### src/sv/cone_mesh_triangle_generator_assert.svh
// Assertion macros shared by the cone mesh triangle generator RTL.
`ifndef CONE_MESH_TRIANGLE_GENERATOR_ASSERT_SVH
`define CONE_MESH_TRIANGLE_GENERATOR_ASSERT_SVH

// Same-cycle implication check.
`define CMTG_ASSERT_IMP(name, clk, rst, ante, cons) \
   name: assert property (@(posedge clk) disable iff (rst) (ante) |-> (cons)) \
      else $error("cmtg: same-cycle check failed");

// Next-cycle implication check.
`define CMTG_ASSERT_NXT(name, clk, rst, ante, cons) \
   name: assert property (@(posedge clk) disable iff (rst) (ante) |=> (cons)) \
      else $error("cmtg: next-cycle check failed");

`endif

### src/sv/cmtg_pkg.sv
// Shared types, constants and the sine table builder for the cone mesh generator.
`default_nettype none

package cmtg_pkg;

   localparam int MAX_SLICES      = 1024;
   localparam int MAX_STACKS      = 1024;
   localparam int SINE_TABLE_BITS = 10;

   localparam int ROM_N     = 1 << SINE_TABLE_BITS;
   localparam int ROM_DEPTH = ROM_N + 1;
   localparam int ROM_AW    = SINE_TABLE_BITS + 1;

   localparam int FRAC_W   = 16;
   localparam int SINE_W   = FRAC_W + 1;
   localparam int PHASE_W  = 16;
   localparam int QUAD_LSB = PHASE_W - 2;
   localparam int RAD_W    = 31;
   localparam int COUNT_W  = 11;
   localparam int IDX_W    = 10;
   localparam int COORD_W  = 32;
   localparam int PROD_W   = RAD_W + SINE_W;
   localparam int MIN_SLICES = 3;

   localparam logic [RAD_W-1:0]   HEIGHT_MAX = '1;
   localparam logic [PHASE_W-1:0] QUARTER    = PHASE_W'(1 << QUAD_LSB);

   // CSR map
   localparam int CSR_ADDR_W = 5;
   localparam int REG_IDX_W  = 3;
   localparam logic [REG_IDX_W-1:0] REG_RADIUS      = 3'd0;
   localparam logic [REG_IDX_W-1:0] REG_RADIUS_STEP = 3'd1;
   localparam logic [REG_IDX_W-1:0] REG_HEIGHT_STEP = 3'd2;
   localparam logic [REG_IDX_W-1:0] REG_PHASE_STEP  = 3'd3;
   localparam logic [REG_IDX_W-1:0] REG_SLICE_COUNT = 3'd4;
   localparam logic [REG_IDX_W-1:0] REG_STACK_COUNT = 3'd5;

   localparam logic [RAD_W-1:0]   RADIUS_RST      = 31'd65536;
   localparam logic [RAD_W-1:0]   RADIUS_STEP_RST = 31'd65536;
   localparam logic [RAD_W-1:0]   HEIGHT_STEP_RST = 31'd65536;
   localparam logic [PHASE_W-1:0] PHASE_STEP_RST  = 16'd4096;
   localparam logic [COUNT_W-1:0] SLICE_COUNT_RST = 11'd16;
   localparam logic [COUNT_W-1:0] STACK_COUNT_RST = 11'd1;

   typedef struct packed {
      logic             func;
      logic [IDX_W-1:0] stack_index;
      logic [IDX_W-1:0] slice_index;
   } req_type;

   typedef struct packed {
      logic signed [COORD_W-1:0] a_x;
      logic signed [COORD_W-1:0] a_y;
      logic signed [COORD_W-1:0] a_z;
      logic signed [COORD_W-1:0] b_x;
      logic signed [COORD_W-1:0] b_y;
      logic signed [COORD_W-1:0] b_z;
      logic signed [COORD_W-1:0] c_x;
      logic signed [COORD_W-1:0] c_y;
      logic signed [COORD_W-1:0] c_z;
      logic                      last;
      logic                      bad;
   } rsp_type;

   typedef struct packed {
      logic [RAD_W-1:0]   radius;
      logic [RAD_W-1:0]   radius_step;
      logic [RAD_W-1:0]   height_step;
      logic [PHASE_W-1:0] phase_step;
      logic [COUNT_W-1:0] slice_count;
      logic [COUNT_W-1:0] stack_count;
   } cfg_type;

   // Ring geometry plus sine magnitudes; trig slot = phase*2 + (cos ? 1 : 0).
   typedef struct packed {
      logic                   valid;
      logic                   side;
      logic                   ok;
      logic [RAD_W-1:0]       rb;
      logic [RAD_W-1:0]       rt;
      logic [RAD_W-1:0]       hb;
      logic [RAD_W-1:0]       ht;
      logic [3:0]             neg;
      logic [3:0][SINE_W-1:0] mag;
   } geo_type;

   // Scaled coordinates; slot = ring*4 + phase*2 + (cos ? 1 : 0).
   typedef struct packed {
      logic                    valid;
      logic                    side;
      logic                    ok;
      logic [RAD_W-1:0]        hb;
      logic [RAD_W-1:0]        ht;
      logic [7:0][COORD_W-1:0] coord;
   } vtx_type;

   typedef logic [SINE_W-1:0] sine_rom_type [ROM_DEPTH];

   // Quarter-wave sine, Q30 Horner series truncated per step, rounded to Q16.
   function automatic sine_rom_type build_sine_rom();
      sine_rom_type t;
      logic [63:0]  x;
      logic [63:0]  x2;
      logic [63:0]  u;
      logic [63:0]  s;
      logic [63:0]  one_q30;
      logic [63:0]  half_pi_q30;
      int           k;
      one_q30     = 64'd1 << 30;
      half_pi_q30 = 64'd1686629713;
      for (k = 0; k < ROM_DEPTH; k++) begin
         x  = (64'(k) * half_pi_q30) >> SINE_TABLE_BITS;
         x2 = (x * x) >> 30;
         u  = one_q30;
         u  = one_q30 - ((x2 * u) >> 30) / 64'd110;
         u  = one_q30 - ((x2 * u) >> 30) / 64'd72;
         u  = one_q30 - ((x2 * u) >> 30) / 64'd42;
         u  = one_q30 - ((x2 * u) >> 30) / 64'd20;
         u  = one_q30 - ((x2 * u) >> 30) / 64'd6;
         s  = (x * u) >> 30;
         t[k] = SINE_W'((s + 64'd8192) >> 14);
      end
      return t;
   endfunction

   // Table address for a phase: mirror in odd quadrants.
   function automatic logic [ROM_AW-1:0] rom_addr(input logic [PHASE_W-1:0] phase);
      logic [SINE_TABLE_BITS-1:0] idx;
      idx = phase[QUAD_LSB-1 -: SINE_TABLE_BITS];
      return phase[QUAD_LSB] ? (ROM_AW'(ROM_N) - {1'b0, idx}) : {1'b0, idx};
   endfunction

endpackage

`default_nettype wire

### src/sv/cmtg_csr.sv
// APB configuration registers for the cone mesh generator.
`default_nettype none

module cmtg_csr (
   input  wire logic                            clock,
   input  wire logic                            reset,
   input  wire logic                            psel,
   input  wire logic                            penable,
   input  wire logic                            pwrite,
   input  wire logic [cmtg_pkg::CSR_ADDR_W-1:0] paddr,
   input  wire logic [31:0]                     pwdata,
   output logic      [31:0]                     prdata,
   output logic                                 pready,
   output cmtg_pkg::cfg_type                    cfg
);

   cmtg_pkg::cfg_type cfg_ff;
   cmtg_pkg::cfg_type cfg_in;

   logic                              wr_en;
   logic [cmtg_pkg::REG_IDX_W-1:0]    reg_idx;

   assign wr_en   = psel && penable && pwrite;
   assign reg_idx = paddr[cmtg_pkg::CSR_ADDR_W-1:2];

   always_comb begin
      cfg_in = cfg_ff;
      if (wr_en) begin
         case (reg_idx)
            cmtg_pkg::REG_RADIUS: begin
               cfg_in.radius = pwdata[cmtg_pkg::RAD_W-1:0];
            end
            cmtg_pkg::REG_RADIUS_STEP: begin
               cfg_in.radius_step = pwdata[cmtg_pkg::RAD_W-1:0];
            end
            cmtg_pkg::REG_HEIGHT_STEP: begin
               cfg_in.height_step = pwdata[cmtg_pkg::RAD_W-1:0];
            end
            cmtg_pkg::REG_PHASE_STEP: begin
               cfg_in.phase_step = pwdata[cmtg_pkg::PHASE_W-1:0];
            end
            cmtg_pkg::REG_SLICE_COUNT: begin
               cfg_in.slice_count = pwdata[cmtg_pkg::COUNT_W-1:0];
            end
            cmtg_pkg::REG_STACK_COUNT: begin
               cfg_in.stack_count = pwdata[cmtg_pkg::COUNT_W-1:0];
            end
            default: begin
            end
         endcase
      end
   end

   always_ff @(posedge clock) begin
      if (reset) begin
         cfg_ff.radius      <= cmtg_pkg::RADIUS_RST;
         cfg_ff.radius_step <= cmtg_pkg::RADIUS_STEP_RST;
         cfg_ff.height_step <= cmtg_pkg::HEIGHT_STEP_RST;
         cfg_ff.phase_step  <= cmtg_pkg::PHASE_STEP_RST;
         cfg_ff.slice_count <= cmtg_pkg::SLICE_COUNT_RST;
         cfg_ff.stack_count <= cmtg_pkg::STACK_COUNT_RST;
      end else begin
         cfg_ff <= cfg_in;
      end
   end

   always_comb begin
      case (reg_idx)
         cmtg_pkg::REG_RADIUS:      prdata = 32'(cfg_ff.radius);
         cmtg_pkg::REG_RADIUS_STEP: prdata = 32'(cfg_ff.radius_step);
         cmtg_pkg::REG_HEIGHT_STEP: prdata = 32'(cfg_ff.height_step);
         cmtg_pkg::REG_PHASE_STEP:  prdata = 32'(cfg_ff.phase_step);
         cmtg_pkg::REG_SLICE_COUNT: prdata = 32'(cfg_ff.slice_count);
         cmtg_pkg::REG_STACK_COUNT: prdata = 32'(cfg_ff.stack_count);
         default:                   prdata = '0;
      endcase
   end

   assign pready = 1'b1;
   assign cfg    = cfg_ff;

endmodule

`default_nettype wire

### config.mk
export PLATFORM = sky130hd
export DESIGN_NAME = cmtg_csr
export DESIGN_NICKNAME = d
export VERILOG_FILES = /design/src/sv/cone_mesh_triangle_generator_assert.svh /design/src/sv/cmtg_pkg.sv /design/src/sv/cmtg_csr.sv
export SDC_FILE = /design/constraint.sdc
export NUM_CORES = 1
export LEC_CHECK = 0
export BUFFER_PORTS_ARGS = -buffer_cell sky130_fd_sc_hd__buf_2
export CORE_MARGIN = 3
export CORE_UTILIZATION = 46
export CTS_CLUSTER_SIZE = 28
export DETAILED_ROUTE_END_ITERATION = 7
export HOLD_SLACK_MARGIN = 0.03
export PLACE_DENSITY = 0.76
export SLEW_MARGIN = 20
export SYNTH_ARGS = -nofsm -noshare
export SYNTH_HDL_FRONTEND = slang
export SYNTH_SLANG_ARGS = --single-unit
### constraint.sdc
create_clock -name clock -period 1.4 [get_ports clock]
set_input_delay 0.28 -clock clock [delete_from_list [all_inputs] [get_ports clock]]
set_output_delay 0.28 -clock clock [all_outputs]
set_load 0.005 [all_outputs]
# After elaboration in Yosys (flattened, before gate mapping)
# Cells that the tools add are included.
# word_totals
regBits,131
inputBits,42
wordCells,21
output_inout_bits,164
# classes
n_eq_ne,5
reduce_logical,9
muxes,1
# op_table
cell,count
$pmux W31 S6,1
$reduce_and A2 Y1,6
$eq A3 B2 Y1 const B,2
$eq A3 B3 Y1 const B,2
$eq A3 B1 Y1 const B,1
$logic_not A3 Y1,1
$logic_and A1 B1 Y1,2

# Logic depth before layout (Yosys ltp)
# depth
ltp_word,3
ltp_mapped,7
mapped_depth_nobuf,3

# Least setup slack after synthesis
# No wires, ideal clock.
# synth_path
path_kind,input-to-output
start,input paddr[2] (netlist bit)
end,output prdata[1]
arrival_time_ns,1.257
n_path_buf,2
required_time_ns,1.120
path_stages,5
setup_slack_ns,-0.137
path_cell_list,buf_4 -> buf_2 -> mux2_2 -> a32oi_1 -> o211ai_1
# synth_via
elab_chain_cells,2
elab_cells_between_ends,7
cone_classes,eq/ne (5); mux (1); reduce/logical (1)
# synth_rtl
item,line_no,source
from (decl),cmtg_csr.sv:10,"input wire logic [cmtg_pkg::CSR_ADDR_W-1:0] paddr,"
"$eq A3 B3 Y1, or another cell as far along",cmtg_csr.sv:68,case (reg_idx)
$pmux W31 S6 (*),cmtg_csr.sv:68,
to (decl),cmtg_csr.sv:12,"output logic [31:0] prdata,"
# Every way passes the cells marked *; elsewhere a longest branch is shown, timed or not.

# Worst setup path in the final report
# layout_path
start,register cfg_ff (netlist bit cfg[6])
end,output prdata[6]
# layout_via
elab_chain_cells,1
# layout_rtl
item,line_no,source
from (decl),cmtg_csr.sv:17,cmtg_pkg::cfg_type cfg_ff;
from (signal assigned),cmtg_csr.sv:63,cfg_ff <= cfg_in;
$pmux W31 S6,cmtg_csr.sv:68,
# No other way between the ends.

==> out/metrics.cfg <==
[timing]
slew_viol_final=0
setup_viol=31
rsz0062_at_grt=true
fin_ws_ps=-360
hold_viol=0
min_period_over_period_pct=126
finalCriticalPeriod_ps=1760
fmax_mhz=568
skew_ps=0
setup_tns_ps=-7640

[floorplan]
die_h_um=123
die_area_um2=15200
fp-row-count=42
initial_utilization_pct=47.3
die_x_um=123
io_pins=206
core_um2=13300

[setup_path]
worstSetupEndpointType=output port
arrival_ps=1480
path_cells=mux4_2, a22o_1, buf_2
timing.rr.end=cfg[69]$_SDFFE_PP0P_
crit_required_ps=1120
crit_path_start_kind=flip-flop
path_buf_inv=1
r2r_slack_ps=660
reg2reg_depth=3
worstSetupPathType=flip-flop to output port
crit_slowest_cell=mux4_2
reg2reg_from=cfg[69]$_SDFFE_PP0P_
critPathMaxFanout=2
max_stage_delay_ps=460
path_delay_family=multiplexers

[clock_tree]
clk_latency_ps=410
cts.hold.buffers_added=0
cts_buffers=17
cts-root-buf=clkbuf_16
cts_tree=yes
clock-sinks=131
clk_pin_slew_ps=50
cts_buffer_depth=2
htree_num_levels=4

[run_status]
status=complete, but fails checks
violations=setup timing

[yosys]
synthArstFlopShare_pct=0
syn_avg_cell_area_um2=10.4
ys_seq_elements=131
ys_seq_area_share_pct=41.6
synthDistinctLibCells=30
yosys_warnings=0
netlist.area_leader.share_pct=41.6
yosys-top-cells-count=155 x nand2b_1, 135 x mux2i_1, 131 x dfxtp_1
synth_edf_count=0
synth.area.top_cells=dfxtp_1 42%, mux2i_1 21%, nand2b_1 15%
synth_area_um2=6310
synth_ff_type=dfxtp_1
yosysTopAreaCell=dfxtp_1
synth_fp_nets=647
synthCells=605
synth_most_common_cell=nand2b_1

[route]
wire_per_inst_um=18.8
vias_per_cell=5.31
drt-total-wl_um=19900
drtAntennaViolNets=0
drc=0
drt_first_pass_iters=5
drt-initial-drc-count=460
dr_total_vias=5621

[worst_hold_path]
hold-path-cell-count=3
hold_end=cfg[15]$_SDFFE_PP1P_
hold_class=input port to flip-flop
worstHoldStart=pwdata[4]

[power_and_ir_drop]
p_leak_nw=4.70
power_mw=8.51
p_per_area_nw_per_um2=939
worst_ir_drop_vdd_v=0.000850

[global_route]
antenna_found_initial=1
met3_usage_pct=4.89
grtUsageMet1_pct=32.1
grt_start_max_net_pins=77
grt_overflow_total=0
grtUsageMet2_pct=42.9
grt_pass1_wl_um=29600
grt_busiest_layer=met2
grt_use_total_pct=25.2
grt_pass1_vias=5610

[finish]
num-fill-cells=1033
area_delta_synth_final_pct=43.7
final_util_pct=67.9
drive_above_1_share_pct=53.2
final_cell_count_no_fill=1058
fin_nets=912
fin_area_um2=9070
antenna_cells=0
largest_reg_flops=131

[place]
place_congestion=0.915
dp_hpwl_um=13500
place_area_um2=7800
dp.cells=987
io_buffers=200

[run]
cap_violations=0

cell usage in the layout, fill, tap and decap left out, types with 2 or more instances in the layout:
cell / n
clkbuf_1: 5
mux2i_1: 135
a22oi_1: 2
a22oi_2: 21
clkbuf_8: 5
nand2_1: 3
dfxtp_1: 66
clkinv_2: 3
nand2_2: 3
buf_6: 10
dfxtp_2: 64
nand2b_1: 155
a32oi_2: 3
nor2_2: 2
a21oi_1: 3
o211ai_1: 4
mux4_2: 6
nand3_1: 4
buf_8: 2
mux2_2: 14
nor2b_4: 2
nor2_1: 25
buf_4: 79
a221oi_2: 3
buf_12: 11
conb_1: 2
buf_2: 192
and2_4: 7
mux2_4: 18
nor2b_1: 2
clkbuf_16: 17
timing repair:
item | in CTS | in global routing
endpoints found under the setup margin | 31 | 31
gates cloned | 1 | 0
buffers inserted | 27 | 12
resized for setup | 93 | 50
pin swaps | 20 | 14
cells by family after synthesis:
kind of cell / count (synthesis) / synth area share, %
AND/OR/NAND/NOR: 206 / 19.5
multiplexers: 173 / 29.3
flip-flops: 131 / 41.6
buffers and inverters: 51 / 4.62
AO/OA/AOI/OAI: 42 / 4.98
other: 2 / 0.119
per-layer routing:
metal	wire [µm]	vias up
li1	-	2615
met1	8280	2721
met4	342	2
met2	9900	248
met5	7	-
met3	1370	35
power by group:
group	switching, mW	internal [mW]	leakage (nW)
Clock	1.53	2.48	0.263
Combinational	0.371	0.351	3.35
Sequential	0.0229	3.76	1.09
per-stage QoR:
step / hold WS (ps) / worst slack [ps]
finish: 160 / -360
global route: 149 / -402
CTS: 141 / -377
detailed placement: 480 / -355
global placement: 468 / -335
floorplan: 441 / -3.03
cell type report:
cell class | instances | area, µm² | share of cell area [%]
clock inverter | 4 | 22.5 | 0.248
multi-input combinational | 423 | 3670 | 40.5
inverter | 2 | 7.51 | 0.0828
sequential | 131 | 2710 | 29.8
timing repair buffer | 295 | 1920 | 21.2
tap | 176 | 220 | 2.43
clock buffer | 27 | 513 | 5.66
how the worst max path moves through the flow:
stage               slack (ps)                  start                    end  depth (start not counted)
detailed placement        -350               paddr[2]              prdata[4]                          6
floorplan                   -3               paddr[4]  cfg[105]$_SDFFE_PP0P_                          7
global route              -400  cfg[109]$_SDFFE_PP0P_              prdata[9]                          4
finish                    -360    cfg[6]$_SDFFE_PP0P_              prdata[6]                          3
global placement          -330               paddr[2]              prdata[4]                          6
CTS                       -380    cfg[6]$_SDFFE_PP0P_              prdata[6]                          3
worst min-delay path, cell delays in order:
cell	delay (ps)
buf_2	100
nor2_1	40
mux2i_1	100
Power figures use the tool's default switching activity.
